### config.mk
export PLATFORM = sky130hd
export DESIGN_NAME = dshot_frame_pulse_encoder_core
export DESIGN_NICKNAME = d
export VERILOG_FILES = /design/src/rtl/dfpe_pkg.sv /design/src/rtl/dshot_frame_pulse_encoder_core.sv
export SDC_FILE = /design/constraint.sdc
export NUM_CORES = 1
export LEC_CHECK = 0
export ABC_AREA = 1
export BUFFER_PORTS_ARGS = -buffer_cell sky130_fd_sc_hd__buf_4
export CAP_MARGIN = 20
export CORE_UTILIZATION = 60
export DETAILED_ROUTE_END_ITERATION = 6
export HOLD_SLACK_MARGIN = 0.06
export PLACE_DENSITY = 0.79
export SYNTH_ARGS = -nofsm -noshare
export SYNTH_HDL_FRONTEND = slang
export SYNTH_SLANG_ARGS = --single-unit
### constraint.sdc
create_clock -name clk_i -period 7.95 [get_ports clk_i]
set_input_delay 1.1925 -clock clk_i [delete_from_list [all_inputs] [get_ports clk_i]]
set_output_delay 1.1925 -clock clk_i [all_outputs]
set_load 0.1 [all_outputs]
### src/rtl/dfpe_pkg.sv
package dfpe_pkg;

  localparam int unsigned NumSegments = 33;
  localparam int unsigned SegW = $clog2(NumSegments);

  typedef logic [SegW-1:0] seg_t;

  localparam seg_t SegLast = seg_t'(NumSegments - 1);

  localparam logic [15:0] MinBitCycles = 16'd25;

  typedef enum logic [1:0] {
    RegBitCycles   = 2'd0,
    RegMinThrottle = 2'd1,
    RegMaxThrottle = 2'd2
  } reg_idx_e;

  localparam logic [15:0] BitCyclesReset   = 16'd222;
  localparam logic [10:0] MinThrottleReset = 11'd48;
  localparam logic [10:0] MaxThrottleReset = 11'd2047;

endpackage

### src/rtl/dshot_frame_pulse_encoder_core.sv
// Flow: the first segment of a frame passes the clamp, frame/timing, serializer and output
// registers, then one segment per cycle follows while the output is taken.
// Frames: the serializer loads the next frame only as the last segment of the current one is taken.
// Pipeline: clamp stage, frame/timing stage, then the 33-step serializer.
// Reset: async active low; clears all valid bits and loads the register reset values.
module dshot_frame_pulse_encoder_core
  import dfpe_pkg::*;
(
  input  logic        clk_i,
  input  logic        rst_ni,

  input  logic        psel,
  input  logic        penable,
  input  logic        pwrite,
  input  logic [3:0]  paddr,
  input  logic [31:0] pwdata,
  output logic [31:0] prdata,
  output logic        pready,

  input  logic        in_valid_i,
  output logic        in_ready_o,
  input  logic [15:0] throttle_i,
  input  logic        telemetry_i,

  output logic        out_valid_o,
  input  logic        out_ready_i,
  output logic        level_o,
  output logic [16:0] duration_o,
  output logic [15:0] frame_word_o,
  output logic        last_o
);

  // configuration registers
  logic [15:0] bit_cycles_q;
  logic [10:0] min_thr_q, max_thr_q;
  logic        cfg_wr;
  reg_idx_e    cfg_idx;

  assign pready  = 1'b1;
  assign cfg_wr  = psel && penable && pwrite;
  assign cfg_idx = reg_idx_e'(paddr[3:2]);

  always_ff @(posedge clk_i or negedge rst_ni) begin
    if (!rst_ni) begin
      bit_cycles_q <= BitCyclesReset;
      min_thr_q    <= MinThrottleReset;
      max_thr_q    <= MaxThrottleReset;
    end else if (cfg_wr) begin
      unique case (cfg_idx)
        RegBitCycles:   bit_cycles_q <= pwdata[15:0];
        RegMinThrottle: min_thr_q    <= pwdata[10:0];
        RegMaxThrottle: max_thr_q    <= pwdata[10:0];
        default: ;
      endcase
    end
  end

  always_comb begin
    unique case (cfg_idx)
      RegBitCycles:   prdata = {16'd0, bit_cycles_q};
      RegMinThrottle: prdata = {21'd0, min_thr_q};
      RegMaxThrottle: prdata = {21'd0, max_thr_q};
      default:        prdata = 32'd0;
    endcase
  end

  // stage handshake
  logic v1_q, v2_q, v3_q, ov_q;
  logic rdy1, rdy2, rdy3, adv;
  seg_t seg_q;

  assign adv  = v3_q && (!ov_q || out_ready_i);
  assign rdy3 = !v3_q || (adv && seg_q == SegLast);
  assign rdy2 = !v2_q || rdy3;
  assign rdy1 = !v1_q || rdy2;
  assign in_ready_o = rdy1;

  // stage 1: clamp throttle, floor bit period
  logic [10:0] thr1_q;
  logic        tlm1_q;
  logic [15:0] t1_q;
  logic [15:0] thr_lo;
  logic [10:0] thr_cl;

  always_comb begin
    thr_lo = (throttle_i < {5'd0, min_thr_q}) ? {5'd0, min_thr_q} : throttle_i;
    thr_cl = (thr_lo > {5'd0, max_thr_q}) ? max_thr_q : thr_lo[10:0];
  end

  always_ff @(posedge clk_i or negedge rst_ni) begin
    if (!rst_ni) v1_q <= 1'b0;
    else if (rdy1) v1_q <= in_valid_i;
  end

  always_ff @(posedge clk_i) begin
    if (rdy1 && in_valid_i) begin
      thr1_q <= thr_cl;
      tlm1_q <= telemetry_i;
      t1_q   <= (bit_cycles_q < MinBitCycles) ? MinBitCycles : bit_cycles_q;
    end
  end

  // stage 2: frame word and segment timings
  logic [15:0] frame2_q, hi1_2_q, hi0_2_q, lo1_2_q, lo0_2_q;
  logic [16:0] gap2_q;
  logic [11:0] payload;
  logic [17:0] t3;
  logic [15:0] hi1, hi0;

  always_comb begin
    payload = {thr1_q, tlm1_q};
    t3      = {1'b0, t1_q, 1'b0} + {2'b00, t1_q};
    hi1     = t3[17:2];
    hi0     = {1'b0, t3[17:3]};
  end

  always_ff @(posedge clk_i or negedge rst_ni) begin
    if (!rst_ni) v2_q <= 1'b0;
    else if (rdy2) v2_q <= v1_q;
  end

  always_ff @(posedge clk_i) begin
    if (rdy2 && v1_q) begin
      frame2_q <= {payload, payload[3:0] ^ payload[7:4] ^ payload[11:8]};
      hi1_2_q  <= hi1;
      hi0_2_q  <= hi0;
      lo1_2_q  <= t1_q - hi1;
      lo0_2_q  <= t1_q - hi0;
      gap2_q   <= {t1_q, 1'b0};
    end
  end

  // stage 3: serializer
  logic [15:0] frame3_q, hi1_3_q, hi0_3_q, lo1_3_q, lo0_3_q;
  logic [16:0] gap3_q;

  always_ff @(posedge clk_i or negedge rst_ni) begin
    if (!rst_ni) begin
      v3_q  <= 1'b0;
      seg_q <= '0;
    end else if (rdy3) begin
      v3_q  <= v2_q;
      seg_q <= '0;
    end else if (adv) begin
      seg_q <= seg_q + seg_t'(1);
    end
  end

  always_ff @(posedge clk_i) begin
    if (rdy3 && v2_q) begin
      frame3_q <= frame2_q;
      hi1_3_q  <= hi1_2_q;
      hi0_3_q  <= hi0_2_q;
      lo1_3_q  <= lo1_2_q;
      lo0_3_q  <= lo0_2_q;
      gap3_q   <= gap2_q;
    end
  end

  logic        seg_bit, seg_lvl, seg_last;
  logic [16:0] seg_dur;
  logic [3:0]  bit_idx;

  always_comb begin
    bit_idx  = 4'd15 - seg_q[4:1];
    seg_bit  = frame3_q[bit_idx];
    seg_last = (seg_q == SegLast);
    seg_lvl  = !seg_last && !seg_q[0];
    if (seg_last) seg_dur = gap3_q;
    else if (seg_lvl) seg_dur = {1'b0, seg_bit ? hi1_3_q : hi0_3_q};
    else seg_dur = {1'b0, seg_bit ? lo1_3_q : lo0_3_q};
  end

  // output register
  always_ff @(posedge clk_i or negedge rst_ni) begin
    if (!rst_ni) ov_q <= 1'b0;
    else if (!ov_q || out_ready_i) ov_q <= v3_q;
  end

  always_ff @(posedge clk_i) begin
    if (adv) begin
      level_o      <= seg_lvl;
      duration_o   <= seg_dur;
      frame_word_o <= frame3_q;
      last_o       <= seg_last;
    end
  end

  assign out_valid_o = ov_q;

  a_seg_range: assert property (@(posedge clk_i) disable iff (!rst_ni)
    v3_q |-> seg_q <= SegLast)
    else $error("segment counter out of range");

  a_gap_low: assert property (@(posedge clk_i) disable iff (!rst_ni)
    (out_valid_o && last_o) |-> !level_o)
    else $error("gap segment driven high");

  a_dur_nz: assert property (@(posedge clk_i) disable iff (!rst_ni)
    out_valid_o |-> duration_o != 17'd0)
    else $error("zero length segment");

  a_in_to_s1: assert property (@(posedge clk_i) disable iff (!rst_ni)
    (in_valid_i && in_ready_o) |=> v1_q)
    else $error("input transfer lost");

endmodule
==> metrics, run 1 <==
initial antenna violation count=0; drt pass-1 iters=5; initial core utilization=0.6192; mapped cell area=13,140 um^2; EDFF count, synth=223; Sw Ratio=0.4019; Die Span Y=150.0 um; synthesized area per cell=10.54 um^2; crit path max-delay cell type=nor4_2; initial DRC count=682; maximum vdd drop=0.2321 mV; RSZ-0062 raised after global routing=no; clk sinks=271; nets@finish=1,469; H-tree levels=1; Hold Path Class=flip-flop to flip-flop; # diodes=0; period utilisation layout=0.6159; cts bufs inserted=27; Worst Clk Skew=11.49 ps; share of cells above drive strength 1=0.1290; Synth Register Bits=271; critical path type=input pin to flip-flop; CP bufs+invs=3; setup bufs post-CTS=0; Die X-Extent=150.0 um; via count=9,092; GRT Total Usage=0.2491; clk_lat worst skew=530 ps; Routed WL per cell=16.76 um; vias in the first global route=8,708; Antenna Nets Post-Route=0; Slew @ Worst Pin=1141 ps; TNS Setup=0 ps; Switch Pwr=2.143 mW; # DRC=0; Routed WL=27,350 um; Main synth FF type=edfxtp_1; Mapped Cells=1,247; Max Clock Freq=204.2 MHz; Sequential Power Share=0.361; WP data arrival=5160 ps; Yosys warning count=0; via-per-instance ratio=5.571; CP Capture Type=flip-flop; post-synth cell types=46; Setup crit start kind=input pin; I/O pin count=130; hpwl dp=19,720 um; Tmin final=4897 ps; delay of the slowest critical-path stage=850 ps; cts-stage hold buffer count=0; Site Rows=53; CP cell instances=buf_4, ha_1, a21oi_1, nor2_1, nor4_2, nand2_1, nand2_1, and2_1, ha_1, inv_1, nor2_1, o21bai_1, nand2_1, nand2_1, nand2_1, nand2_1, nand2_1, nand2_1, inv_1, nand2_1, nand2_1; IO Port Bufs=94; combinational share of power=0.401; Worst EP required=8210 ps; clock root buffer=clkbuf_16; Max-Cap Viols=0; Clock power frac=0.239; Leak=6.415 nW; Slew HR=0.2330; Hold Vio Cnt, Final=0; pwr dens=357.4 nW/um^2; P_int=3.188 mW; CP delay by family, top=simple AND/OR/NAND/NOR gates; largest net degree at the start of global routing=81; Max clock buf depth=3; register area share after synthesis=0.6029; first-pass GRT wire length=43,600 um; gr ovfl total=0; status=complete, no violations; Tot Pwr=5.331 mW; CTS tree=yes; cell mode on critical path=nand2_1; asr flop ratio synth=0.1771; PostCTS Resize Cnt=0; die footprint=22,490 um^2; Final setup viols=0; Core ar.=21,220 um^2; area delta synth->final=13.52%; routability cong.=0.9646; Max FO, Critical Path=12; Slew Viols, Final=0; clk slew on worst S/H paths=60 ps
per-layer routing:
layer | part of all wire | vias up | global-route usage
met5 | 0 | - | 0
met1 | 0.44 | 4280 | 0.3470
met3 | 0.070 | 42 | 0.03232
met4 | 0.019 | 0 | 0.07273
li1 | - | 4416 | -
met2 | 0.47 | 354 | 0.4106
final cells by class:
type | instances | area [um^2]
Tap cell | 275 | 344.1
Clock buffer | 32 | 694.4
Fill cell | 1513 | 6305
Multi-Input combinational cell | 800 | 4479
Timing Repair Buffer | 98 | 755.7
Sequential cell | 271 | 7921
Inverter | 139 | 524.3
Clock inverter | 17 | 196.4
sequential cells by signal, indices dropped and copies added, names as in the netlist, 6 cells and up:
signal / cells
bit_cycles_q: 16
duration_o: 17
frame2_q: 16
frame3_q: 16
frame_word_o: 16
gap2_q: 16
gap3_q: 16
hi1_2_q: 16
hi1_3_q: 16
lo0_2_q: 16
lo0_3_q: 16
lo1_2_q: 16
lo1_3_q: 16
max_thr_q: 11
min_thr_q: 11
seg_q: 6
t1_q: 16
thr1_q: 11
power by group through the flow:
stage	combinational, mW	clock (mW)	sequential (mW)
after floorplan	1.34	0	2.24
after global placement	2.04	0	1.94
after detailed placement	2.09	0	1.95
after CTS	2.11	1.29	1.92
after global routing	2.33	1.34	1.94
final	2.14	1.27	1.92
logic make-up (layout without fill, tap and decap cells):
family,count (synthesis),after routing,share of synthesized area
xor+xnor,45,45,0.03000
fa+ha+maj,72,72,0.07028
compound gates,160,160,0.07009
buf+inv,191,286,0.06218
simple gates,506,506,0.1640
flops,271,271,0.6029
other cells,2,17,0.0005716
layout by cell type, fill, tap and decap left out, types with 4 or more instances in the layout:
cell type / Yosys / routed
nor3_1: 12 / 12
a21boi_0: 4 / 4
edfxtp_1: 223 / 223
o21bai_1: 4 / 4
nor4_1: 6 / 6
a21oi_1: 66 / 66
dfstp_2: 19 / 19
inv_1: 134 / 134
nand2_1: 314 / 314
ha_1: 69 / 69
and2_1: 11 / 11
xnor2_1: 15 / 15
clkinv_2: 0 / 6
dfrtp_1: 29 / 29
nand3_1: 85 / 85
nor2_1: 51 / 48
o221ai_1: 11 / 11
clkbuf_1: 20 / 5
o21ai_0: 52 / 52
clkbuf_16: 0 / 27
nand4_1: 18 / 18
a21o_1: 4 / 4
buf_4: 19 / 97
bufinv_16: 0 / 4
o31ai_1: 4 / 4
xor2_1: 30 / 30
conb_1: 2 / 17
metrics by stage:
step	cells	setup slack (ps)	hold WS, ps	utilization	cell area (um^2)
finish	1632	3053	409.1	0.7029	14920
floorplan	1262	2526	400.3	-	13200
global route	1632	2735	418.7	0.7029	14920
detailed placement	1582	2662	404.5	0.6596	14000
global placement	1582	2732	400.2	0.6596	14000
CTS	1631	3201	410.5	0.7016	14890
worst paths after layout:
check / from / end / slack (ps) / cells after the start
max: throttle_i[9] / thr1_q[6] / 3050 / 21
min: frame2_q[7] / frame3_q[7] / 410 / 0
max reg2reg: min_thr_q[9] / thr1_q[6] / 3390 / 21
min reg2reg: frame2_q[7] / frame3_q[7] / 410 / 0
max in group asynchronous: rst_ni / out_valid_o / 6840 / 1
min in group asynchronous: rst_ni / bit_cycles_q[14] / 680 / 1
synth_stat cells (3+ instances only):
master / number / area, um^2
nand2_1: 314 / 1179
edfxtp_1: 223 / 6696
inv_1: 134 / 503.0
nand3_1: 85 / 425.4
ha_1: 69 / 863.3
a21oi_1: 66 / 330.3
o21ai_0: 52 / 260.3
nor2_1: 51 / 191.4
xor2_1: 30 / 262.8
dfrtp_1: 29 / 725.7
clkbuf_1: 20 / 75.07
buf_4: 19 / 142.6
dfstp_2: 19 / 499.2
nand4_1: 18 / 112.6
xnor2_1: 15 / 131.4
buf_2: 12 / 60.06
nor3_1: 12 / 60.06
and2_1: 11 / 68.82
o221ai_1: 11 / 96.34
nor4_1: 6 / 37.54
a21boi_0: 4 / 30.03
a21o_1: 4 / 30.03
o21bai_1: 4 / 30.03
o31ai_1: 4 / 30.03
a31oi_1: 3 / 18.77
fa_1: 3 / 60.06
inv_2: 3 / 11.26
worst reg2reg max path, stage by stage (launching register included):
cell and delay (ps):
dfrtp_1 370, inv_1 110, ha_1 260, a21oi_1 160
nor2_1 70, nor4_2 850, nand2_1 530, nand2_1 200
and2_1 150, ha_1 240, inv_1 60, nor2_1 30
o21bai_1 110, nand2_1 80, nand2_1 60, nand2_1 40
nand2_1 50, nand2_1 50, nand2_1 320, inv_1 310
nand2_1 140, nand2_1 100
Note: power is estimated with default switching activity, not from simulation.
==> run 2, diff against run 1 <==
Settings changed: CORE_UTILIZATION 60 to 54, PLACE_DENSITY 0.79 to 0.75.
Clock period 7.95 ns to 4.5 ns, I/O delays scaled along.
==> metrics, run 2 (same netlist as run 1, synthesis figures left out) <==
pwr dens=626.7 nW/um^2 (+75%); commonest non-fill, non-tap cell in the layout=nand2_1; Max Clock Freq=257.6 MHz; gr ovfl total=0 (unchanged); area delta synth->final=14.04%; RSZ-0062 raised after global routing=no; largest net degree at the start of global routing=81 (unchanged); Antenna Nets Post-Route=0 (unchanged); TNS Setup=0 ps (unchanged); CP endpoint=lo0_2_q[15]; PostCTS Resize Cnt=0 (unchanged); fillers=1,878 (+24%); via-per-instance ratio=5.353 (-3.9%); maximum vdd drop=0.3688 mV (+59%); largest register by flop count=duration_o; period utilisation layout=0.8626; initial core utilization=0.5548 (-0.06438); reg2reg path depth=16 (-24%); CP bufs+invs=2 (-1); clk slew on worst S/H paths=60 ps (about the same); drt pass-1 iters=7 (+2); routability cong.=0.9422 (-2.3%); Die X-Extent=158.0 um (+5.3%); Tot Pwr=9.390 mW (+76%); Slew HR=0.3292 (+0.09620); hpwl dp=19,870 um (+0.74%); Final setup viols=0 (unchanged); max reg flops=17 (unchanged); Slew Viols, Final=0 (unchanged); cts-stage hold buffer count=0 (unchanged); Critical Path Start=t1_q[1]; CP delay by family, top=compound AO/OA/AOI/OAI gates; fin worst setup slack=618.3 ps (-2435 ps); Max FO, Critical Path=8 (-4); setup bufs post-CTS=0 (unchanged); clock root buffer=clkbuf_16; Max-Cap Viols=0 (unchanged); most frequent cells in the layout=nand2_1, edfxtp_1, inv_1; # DRC=0 (unchanged); Critical Path Stages=16 (-24%); CP Capture Type=flip-flop; Core ar.=23,680 um^2 (+12%); initial antenna violation count=0 (unchanged); share of cells above drive strength 1=0.1291 (+0.0001660); cell mode on critical path=nand2_1; initial DRC count=570 (-16%); Slew @ Worst Pin=1005 ps (-135.9 ps); Max clock buf depth=3 (unchanged); nets@finish=1,473 (+0.27%); die footprint=24,960 um^2 (+11%); first-pass GRT wire length=43,220 um (-0.87%); cts bufs inserted=28 (+3.7%); reg2reg end=lo0_2_q[15]; Worst EP required=4790 ps (-3420 ps); via count=9,003 (-0.98%); Tmin final=3882 ps; Setup crit start kind=flip-flop; CP cell instances=nand2_1, fa_1, inv_1, nand3_1, nand2_1, a31o_2, xor2_1, inv_1, ha_1, a21oi_1, a21boi_0, o21ai_0, nand2_1, nand2_1, nand2_1, nand2_1; GRT Total Usage=0.2231 (-0.02596); H-tree levels=1 (unchanged); pre-CTS setup slack=672.9 ps (-1989 ps); I/O pin count=130 (unchanged); Leak=6.420 nW (about the same); WP data arrival=4170 ps (-990 ps); worst r2r src=t1_q[1]; Site Rows=56 (+5.7%); Die Span Y=158.0 um (+5.3%); Routed WL=27,070 um (-1.0%); CTS tree=yes; R2R setup slack=620 ps (-2770 ps); # diodes=0 (unchanged); Routed WL per cell=16.09 um (-4.0%); clk sinks=271 (unchanged); crit path max-delay cell type=edfxtp_1; Worst Clk Skew=11.35 ps (-0.1425 ps); status=complete, no violations; critical path type=flip-flop to flip-flop; delay of the slowest critical-path stage=580 ps (-270 ps); IO Port Bufs=94 (unchanged); vias in the first global route=8,805 (+1.1%); Hold Vio Cnt, Final=0 (unchanged); clk_lat worst skew=530 ps (about the same); Hold Path Class=input pin to async pin
## run 2: changes by cell type in the layout (fill, tap and decap cells not counted), moves of 2 or more
cell	before	now
clkinv_2	6	2
bufinv_16	4	2
clkinvlp_4	1	3
inv_6	2	0
clkinv_4	1	3
clkbuf_16	27	29
clkbuf_1	5	1
clkinv_1	3	12
buf_4	97	101
## run 2: final cells by class
type / instances / area [um^2] / share of cell area
well taps: 319 / 399.1 / 0.02664
inverters: 139 / 524.3 / 0.03499
flip-flops and latches: 271 / 7921 / 0.5287
clock inverters: 22 / 171.4 / 0.01144
clock buffers: 30 / 729.5 / 0.04868
repair buffers: 101 / 758.2 / 0.05061
multi-input cells: 800 / 4479 / 0.2990
## run 2: metrics by stage
| stage | hold slack (ps) | cells | utilization | area, um^2 |
|---|---|---|---|---|
| after global placement | 400.5 | 1630 | 0.5946 | 14080 |
| after CTS | 178.2 | 1682 | 0.6327 | 14980 |
| after floorplan | 379.4 | 1262 | - | 13200 |
| final | 168.2 | 1682 | 0.6327 | 14980 |
| after detailed placement | 404.5 | 1630 | 0.5946 | 14080 |
| after global routing | 198.9 | 1682 | 0.6327 | 14980 |
## run 2: per-layer routing
layer / track usage / up-vias / part of all wire
li1: - / 4424 / -
met1: 0.3065 / 4232 / 0.44
met2: 0.3675 / 297 / 0.47
met3: 0.03312 / 50 / 0.065
met4: 0.06868 / 0 / 0.023
met5: 0 / - / 0
## run 2: worst min path at each step
stage / endpoint / slack [ps]
finish: bit_cycles_q[14] / 170
floorplan: bit_cycles_q[0] / 380
global placement: gap3_q[4] / 400
detailed placement: gap3_q[6] / 400
global route: bit_cycles_q[15] / 200
CTS: bit_cycles_q[11] / 180
## run 2: power by group
group	leakage (nW)	internal (mW)	switching, mW
logic	3.42	1.08	2.67
registers	2.57	3.21	0.194
clock network	0.431	1.29	0.947
## run 2: worst reg2reg max path, delay by kind of cell (launching register included)
| family | cells | cell delay (ps) |
|---|---|---|
| compound gates | 4 | 1040 |
| fa+ha+maj | 2 | 790 |
| simple gates | 7 | 700 |
| flops | 1 | 580 |
| xor+xnor | 1 | 310 |
| buf+inv | 2 | 210 |
==> run 3, diff against run 2 <==
Settings changed: CORE_ASPECT_RATIO set to 0.9, SLEW_MARGIN set to 25.
==> metrics, run 3 (same netlist as run 1, synthesis figures left out) <==
Hold WS=145.4 ps (-22.86 ps); Antenna Nets Post-Route=0 (unchanged); critical path type=flip-flop to flip-flop; failing checks=DRC; via-per-instance ratio=5.394 (+0.77%); initial DRC count=681 (+19%); Final setup viols=0 (unchanged); cts bufs inserted=27 (-3.6%); clk slew on worst S/H paths=60 ps (about the same); Max Clock Freq=261.0 MHz (+1.3%); largest net degree at the start of global routing=81 (unchanged); Worst EP required=4810 ps (+20 ps); Routed WL=27,300 um (+0.87%); clk sinks=271 (unchanged); Slew Viols, Final=0 (unchanged); Layout Cells excl Fill=1,663 (-1.1%); CTS tree=yes; Switch Pwr=3.824 mW (+0.21%); Core ar.=23,610 um^2 (-0.32%); first-pass GRT wire length=43,380 um (+0.37%); drt pass-1 iters=7 (unchanged); Sequential Power Share=0.356 (-0.006); Max-Cap Viols=0 (unchanged); H-tree levels=1 (unchanged); Tmin final=3831 ps (-50.70 ps); vias in the first global route=8,570 (-2.7%); Die Span Y=150.0 um (-5.1%); Hold Vio Cnt, Final=0 (unchanged); most frequent cells in the layout=nand2_1, edfxtp_1, inv_1; clk_lat worst skew=550 ps (+20 ps); area of the multi-input gates=4479 um^2 (unchanged); Slew @ Worst Pin=1022 ps (+17.15 ps); Hold Path Class=input pin to async pin; Clock power frac=0.246 (+0.008); initial antenna violation count=0 (unchanged); Die X-Extent=166.4 um (+5.3%); placed insts=1,613 (-1.0%); max reg flops=17 (unchanged); area delta synth->final=14.54%; Site Rows=53 (-5.4%); post-route cell area=15,050 um^2 (+0.44%); # DRC=10 (+10); Routed WL per cell=16.42 um (+2.0%); combinational share of power=0.397 (-0.003); period utilisation layout=0.8513 (-0.01127); Reg area=7921 um^2 (unchanged); RSZ-0062 raised after global routing=no; CP Capture Type=flip-flop; Max FO, Critical Path=8 (unchanged); initial core utilization=0.5566 (+0.001764); Slew HR=0.3185 (-0.01070); Setup crit start kind=flip-flop; commonest non-fill, non-tap cell in the layout=nand2_1; share of cells above drive strength 1=0.1315 (+0.002394); # diodes=0 (unchanged); pwr dens=633.5 nW/um^2 (+1.1%); die footprint=24,960 um^2 (about the same); Sw Ratio=0.4011 (-0.005255); P_int=5.709 mW (+2.4%); largest register by flop count=duration_o; cts-stage hold buffer count=0 (unchanged); nets@finish=1,474 (+0.068%); WP data arrival=4150 ps (-20 ps); status=finished, violations left; TNS Setup=0 ps (unchanged); PostCTS Resize Cnt=0 (unchanged); Max clock buf depth=3 (unchanged); maximum vdd drop=0.3527 mV (-4.4%); clock root buffer=clkbuf_16; gr ovfl total=0 (unchanged); routability cong.=0.8875 (-5.8%); GRT Total Usage=0.2214 (-0.001761); fillers=1,826 (-2.8%); hpwl dp=20,100 um (+1.2%); Worst Clk Skew=25.37 ps (+14.02 ps); Leak=6.464 nW (+0.70%); setup bufs post-CTS=0 (unchanged); via count=8,970 (-0.37%); Placed Area=14,060 um^2 (-0.15%); I/O pin count=130 (unchanged); IO Port Bufs=94 (unchanged)
run 3: cell types whose count changed in the layout (fill, tap and decap cells not counted), sizes merged:
cell,delta
clkinv,-9
clkinvlp,-2
clkbuf,+5
buf,+2
bufinv,+2
run 3: final cells by class:
type                            instances  share of cell area
Sequential cell                       271              0.5264
Clock inverter                         13             0.01214
Multi-Input combinational cell        800              0.2976
Timing Repair Buffer                  103             0.05354
Tap cell                              302             0.02511
Inverter                              139             0.03484
Clock buffer                           35             0.05038
run 3: worst max-delay path, cell delays in order (launching register included):
cell,delay (ps)
edfxtp_1,580
nand2_1,170
fa_1,430
inv_1,70
nand3_1,60
nand2_1,140
a31o_2,220
xor2_1,350
inv_1,120
ha_1,350
a21oi_1,210
a21boi_0,410
o21ai_0,220
nand2_1,120
nand2_1,50
nand2_1,60
nand2_1,40
run 3: power groups by stage:
stage | combinational [mW] | clock (mW) | sequential [mW]
final | 3.79 | 2.35 | 3.40
after global routing | 4.16 | 2.47 | 3.43
after CTS | 3.77 | 2.38 | 3.40
after detailed placement | 3.74 | 0 | 3.45
after global placement | 3.67 | 0 | 3.44
after floorplan | 2.37 | 0 | 3.96
run 3: through the flow:
stage               utilization  setup slack [ps]  power [mW]
CTS                      0.6355             698.8       9.542
global placement         0.5956             718.7       7.104
floorplan                     -             693.1       6.331
global route             0.6375             329.5       10.06
finish                   0.6375             669.0       9.533
detailed placement       0.5956             624.7       7.189
run 3: worst paths after layout:
path | start | end | slack, ps | depth (start not counted)
max in group asynchronous | rst_ni | min_thr_q[2] | 3900 | 1
max reg2reg | t1_q[1] | lo1_2_q[10] | 670 | 16
min in group clk_i | telemetry_i | tlm1_q | 320 | 1
min | rst_ni | bit_cycles_q[15] | 150 | 1
max | t1_q[1] | lo1_2_q[10] | 670 | 16
min reg2reg | frame2_q[3] | frame3_q[3] | 400 | 0
run 3: metal layers:
layer  GRT usage  routed length, um  vias up  part of all wire
met1      0.3233              13030     4196              0.48
li1            -                  -     4434                 -
met4     0.05880                570        0             0.021
met3     0.02513               1612       41             0.059
met2      0.3540              12090      299              0.44
met5           0                  0        -                 0
